[config.mk]
export PLATFORM = sky130hd
export DESIGN_NAME = bfdh_ctrl
export DESIGN_NICKNAME = d
export VERILOG_FILES = /design/src/design/bfdh_pkg.sv /design/src/design/bfdh_ctrl.sv
export SDC_FILE = /design/constraint.sdc
export NUM_CORES = 1
export LEC_CHECK = 0
export BUFFER_PORTS_ARGS = -buffer_cell sky130_fd_sc_hd__buf_2
export CORE_AREA = 3 3 40 42
export CTS_CLUSTER_DIAMETER = 150
export DETAILED_ROUTE_END_ITERATION = 7
export DIE_AREA = 0 0 43 45
export GPL_ROUTABILITY_DRIVEN = 0
export MAX_ROUTING_LAYER = met4
export PLACE_DENSITY_LB_ADDON = 0.25
export SYNTH_ARGS = -nofsm -noshare
export SYNTH_HDL_FRONTEND = slang
export SYNTH_SLANG_ARGS = --single-unit
[constraint.sdc]
create_clock -name clk -period 5.1 [get_ports clk]
set_input_delay 0.255 -clock clk [delete_from_list [all_inputs] [get_ports clk]]
set_output_delay 0.255 -clock clk [all_outputs]
set_load 0.005 [all_outputs]
[src/design/bfdh_pkg.sv]
// ============================================================================
// bfdh_pkg
// Shared constants, codes and controller/datapath interface types for the
// double-hash Bloom filter unit.
// ============================================================================
package bfdh_pkg;

    localparam int HASH_COUNT  = 16;
    localparam int STORE_BYTES = 8192;

    localparam int ADDR_W  = $clog2(STORE_BYTES);
    localparam int SIZE_W  = 14;
    localparam int POS_W   = ADDR_W + 3;
    localparam int REM_W   = POS_W;
    localparam int HASH_W  = 64;
    localparam int CNT_W   = $clog2(HASH_W);
    localparam int IDX_W   = (HASH_COUNT > 1) ? $clog2(HASH_COUNT) : 1;

    localparam logic [HASH_W-1:0] DJB_INIT = 64'd5381;

    localparam logic [1:0] FUNC_INSERT = 2'd0;
    localparam logic [1:0] FUNC_CHECK  = 2'd1;
    localparam logic [1:0] FUNC_MERGE  = 2'd2;

    typedef struct packed {
        logic clr_step;
        logic hash_en;
        logic acc_reset;
        logic probe_load;
        logic mod_step;
        logic probe_rd;
        logic probe_wr;
        logic probe_chk;
        logic probe_adv;
        logic mrg_load;
        logic mrg_rd;
        logic mrg_wr;
        logic out_load;
    } bfdh_cmd_t;

    typedef struct packed {
        logic clr_done;
        logic mod_done;
        logic probe_last;
        logic mrg_ok;
        logic out_free;
    } bfdh_sts_t;

endpackage

[src/design/bfdh_ctrl.sv]
// ============================================================================
// bfdh_ctrl
// Sequencer for store clearing, key hashing, probe reduction and merges.
// ============================================================================
module bfdh_ctrl (
    input  logic               clk,
    input  logic               rst_n,
    input  logic               in_valid,
    input  logic [1:0]         func,
    input  logic               key_last,
    input  bfdh_pkg::bfdh_sts_t sts,
    output logic               in_stall,
    output bfdh_pkg::bfdh_cmd_t cmd
);

    localparam logic [3:0] S_CLEAR  = 4'd0;
    localparam logic [3:0] S_IDLE   = 4'd1;
    localparam logic [3:0] S_MRG_RD = 4'd2;
    localparam logic [3:0] S_MRG_WR = 4'd3;
    localparam logic [3:0] S_PLOAD  = 4'd4;
    localparam logic [3:0] S_MOD    = 4'd5;
    localparam logic [3:0] S_PRD    = 4'd6;
    localparam logic [3:0] S_PTEST  = 4'd7;
    localparam logic [3:0] S_FIN    = 4'd8;

    logic [3:0] state_reg;
    logic [3:0] state_next;
    logic       ins_reg;
    logic       ins_next;

    assign in_stall = (state_reg != S_IDLE);

    always_comb
    begin
        state_next = state_reg;
        ins_next   = ins_reg;
        cmd        = '0;
        case (state_reg)
            S_CLEAR:
            begin
                cmd.clr_step = 1'b1;
                if (sts.clr_done)
                begin
                    state_next = S_IDLE;
                end
            end
            S_IDLE:
            begin
                if (in_valid)
                begin
                    if (func == bfdh_pkg::FUNC_MERGE)
                    begin
                        if (sts.mrg_ok)
                        begin
                            cmd.mrg_load = 1'b1;
                            state_next   = S_MRG_RD;
                        end
                    end
                    else if (func == bfdh_pkg::FUNC_INSERT || func == bfdh_pkg::FUNC_CHECK)
                    begin
                        cmd.hash_en = 1'b1;
                        if (key_last)
                        begin
                            ins_next   = (func == bfdh_pkg::FUNC_INSERT);
                            state_next = S_PLOAD;
                        end
                    end
                end
            end
            S_MRG_RD:
            begin
                cmd.mrg_rd = 1'b1;
                state_next = S_MRG_WR;
            end
            S_MRG_WR:
            begin
                cmd.mrg_wr = 1'b1;
                state_next = S_IDLE;
            end
            S_PLOAD:
            begin
                cmd.probe_load = 1'b1;
                state_next     = S_MOD;
            end
            S_MOD:
            begin
                cmd.mod_step = 1'b1;
                if (sts.mod_done)
                begin
                    state_next = S_PRD;
                end
            end
            S_PRD:
            begin
                cmd.probe_rd = 1'b1;
                state_next   = S_PTEST;
            end
            S_PTEST:
            begin
                cmd.probe_wr  = ins_reg;
                cmd.probe_chk = !ins_reg;
                if (sts.probe_last)
                begin
                    state_next = S_FIN;
                end
                else
                begin
                    cmd.probe_adv = 1'b1;
                    state_next    = S_MOD;
                end
            end
            S_FIN:
            begin
                // A check result waits here until the output register frees up.
                if (ins_reg)
                begin
                    cmd.acc_reset = 1'b1;
                    state_next    = S_IDLE;
                end
                else if (sts.out_free)
                begin
                    cmd.acc_reset = 1'b1;
                    cmd.out_load  = 1'b1;
                    state_next    = S_IDLE;
                end
            end
            default:
            begin
                state_next = S_IDLE;
            end
        endcase
    end

    always_ff @(posedge clk or negedge rst_n)
    begin
        if (!rst_n)
        begin
            state_reg <= S_CLEAR;
            ins_reg   <= 1'b0;
        end
        else
        begin
            state_reg <= state_next;
            ins_reg   <= ins_next;
        end
    end

endmodule

==> results.sh <==
export IMPL_status="completed"
export IMPL_dp_final_hpwl_um=899
export IMPL_syn_area_per_cell_um2=7.55
export IMPL_worst_pin_slew_ns=0.849
export IMPL_hold_path_startpoint="func[0]"
export IMPL_clk_latency_ns=0.24
export IMPL_synthAdderAreaFrac_pct=0
export IMPL_powerDensity_nw_per_um2=430
export IMPL_layout_setup_ws_ns=2.93
export IMPL_ys_ff_latch=5
export IMPL_largest_reg_flops=4
export IMPL_hold_class="input port to flip-flop"
export IMPL_grt_usage_pct=13.7
export IMPL_synth_area_leader_cell="dfrtp_1"
export IMPL_skew_ns=0.000328
export IMPL_slew_headroom_pct=42.6
export IMPL_r2r_cells=3
export IMPL_synth_nets=69
export IMPL_worstHoldEndpoint="ins_reg"
export IMPL_cts_tree="done"
export IMPL_rsz0062_at_grt="no"
export IMPL_viasPerCell=5.52
export IMPL_dr_wl_met2_um=612
export IMPL_critPathMaxFanout=12
export IMPL_routed_wire_length_per_instance_um=12.0
export IMPL_hold_ws_ns=0.244
export IMPL_num_antenna_cells=0
export IMPL_clockBufferDepth=2
export IMPL_die_h_um=45
export IMPL_drive_gt1_share_pct=34.9
export IMPL_antenna_found_initial=0
export IMPL_grt_pass1_vias=502
export IMPL_grt_max_degree=13
export IMPL_postCtsSetupBuffers=0
export IMPL_finalCritPeriodShare_pct=42.5
export IMPL_synth_cell_types=31
export IMPL_synth_top_area_share_pct=28.6
export IMPL_synth_seq_area_share_pct=28.6
export IMPL_dieArea_um2=1940
export IMPL_dp_slack_ns=3.17
export IMPL_syn2layout_area_growth_pct=34.6
export IMPL_synth_cells=58
export IMPL_cts_made_buffers=3
export IMPL_synthMuxAreaShare_pct=2.29
export IMPL_cp_buffers_inverters=1
export IMPL_vdd_ir_drop_max_v=0.000174
export IMPL_routed_wl_mm=1.18
export IMPL_io_pins=25
export IMPL_leakage_nw=0.317
export IMPL_yosys_warnings=0
export IMPL_critPathKind="flip-flop to output port"
export IMPL_highest_layer="met4"
export IMPL_cts_clk_slew_worst_paths_ns=0.04
export IMPL_clock_fmax_mhz=461
export IMPL_dp_cells=93
export IMPL_setup_tns_ns=0
export IMPL_synth_compound_area_share_pct=18.6
export IMPL_grt_pass1_wl_mm=1.97
export IMPL_dr_pass1_iters=4
export IMPL_clockRootBuffer="clkbuf_4"
export IMPL_hold_depth=2
export IMPL_critPathSlowestCell="nor4b_1"
export IMPL_grt_ovfl_total=0
export IMPL_portBuffers=24
export IMPL_synth_simple_area_share_pct=41.7
export IMPL_drv_cap=0
export IMPL_drt_iter0_drc=13
export IMPL_n_fill_cell=147
export IMPL_wl_met1_um=513
export IMPL_cp_cell_sequence="nor4b_1 > and3_1 > buf_2"
export IMPL_die_w_um=43
export IMPL_endpoint_kind="output port"
export IMPL_wl_met3_um=43
export IMPL_drc=0
export IMPL_synth_area_top_cells="dfrtp_1 (29%), nor2_1 (7.7%), nor3_1 (4.6%)"
export IMPL_synth_xor_area_share_pct=0
export IMPL_cpPeakStageDelay_ns=0.74
export IMPL_final_cells=98
export IMPL_synth_top_family_by_area="simple AND/OR/NAND/NOR gates"
export IMPL_r2r_start="state_reg[2]"
export IMPL_vias=541
export IMPL_start_util_pct=34.1
export IMPL_required_ns=4.85
export IMPL_rr_endpoint="state_reg[0]"
export IMPL_power_w=0.000253
export IMPL_finalMaxSlewViolations=0
export IMPL_cts_htree_levels=1
export IMPL_synthesis_area_um2=438
export IMPL_layout_nets=95
export IMPL_hold_viol=0
export IMPL_clkSinkCount=5
export IMPL_setup_viol=0
export IMPL_rrSetupSlack_ns=3.27
export IMPL_route_antenna_remaining_nets=0
export IMPL_std_cell_rows=13
export IMPL_crit_arrival_ns=1.91
export IMPL_core_um2=1280
export IMPL_path_delay_family="simple AND/OR/NAND/NOR gates"
export IMPL_min_period_ns=2.17
export IMPL_start_kind="flip-flop"
==> synthesized netlist by cell type <==
master and n:
nor2_1 9, dfrtp_1 5, inv_1 4, nand2_1 4
nor3_1 4, nand2b_1 3, nand3_1 3, clkbuf_1 2
o21ai_0 2, a2111oi_0 1, a21o_1 1, a21oi_1 1
a221o_1 1, a221oi_1 1, a22oi_1 1, a32oi_1 1
and2b_1 1, and3_1 1, and3b_1 1, buf_2 1
buf_6 1, mux2i_1 1, nor2b_1 1, nor3b_1 1
nor4_1 1, nor4b_1 1, o211ai_1 1, o21bai_1 1
or3_1 1, or3b_2 1, or4b_4 1
==> worst register-to-register path: stages (launching register included) <==
cell and delay [ns]:
dfrtp_1 0.49, or4b_4 0.59, or3_1 0.34, a221o_1 0.29
==> repair_timing <==
action	CTS	global route
hold endpoints to repair	5	0
gates resized for setup	0	0
hold buffers	1	0
==> cell families (layout without fill, tap and decap cells) <==
family | after synthesis | after routing
DFF | 5 | 5
muxes | 1 | 1
buffers and inverters | 8 | 33
and+or+nand+nor | 33 | 33
AOI/OAI and AO/OA | 11 | 11
==> worst max path at each step <==
stage | from | to | cells past startpoint
2_1_floorplan | state_reg[1] | cmd[3] | 3
3_3_place_gp | state_reg[0] | cmd[3] | 3
3_5_place_dp | state_reg[0] | cmd[3] | 3
4_1_cts | state_reg[0] | cmd[3] | 3
5_1_grt | state_reg[0] | cmd[11] | 4
6_report | state_reg[0] | cmd[3] | 3
==> where the power goes <==
group          total (W)  switching, W  leakage [nW]  internal [W]
registers      0.0000906     0.0000364        0.0629     0.0000542
clock network  0.0000452     0.0000156        0.0150     0.0000295
logic           0.000118     0.0000596         0.239     0.0000580
total           0.000253      0.000112         0.317      0.000142
==> through the flow <==
stage / utilization, % / instance area (um^2)
after floorplan: - / 438
after global placement: 43.0 / 553
after detailed placement: 43.0 / 553
after CTS: 45.9 / 589
after global routing: 45.9 / 589
final: 45.9 / 589
==> cells in the final DEF (no fill, tap or decap), types with 2 or more instances in the layout <==
cell type   n
nand2_1     4
o21ai_0     2
nand3_1     3
buf_2      24
clkbuf_4    3
inv_1       4
nor2_1      9
nor3_1      4
dfrtp_1     5
nand2b_1    3
==> final cells by class <==
cell class                      instances  area [um^2]  area share [%]
Multi-Input combinational cell         45          274            46.5
Timing Repair Buffer                   25          130            22.1
Sequential cell                         5          125            21.2
Clock buffer                            4         26.3            4.46
Tap cell                               15         18.8            3.18
Inverter                                4         15.0            2.55
==> routing by layer <==
metal  global-route usage, %  up-vias
met5                       -        -
li1                        -      262
met3                    1.20        2
met2                    24.6       15
met1                    14.7      262
met4                    8.43        0
No activity file was read; power rests on OpenSTA's default activity.
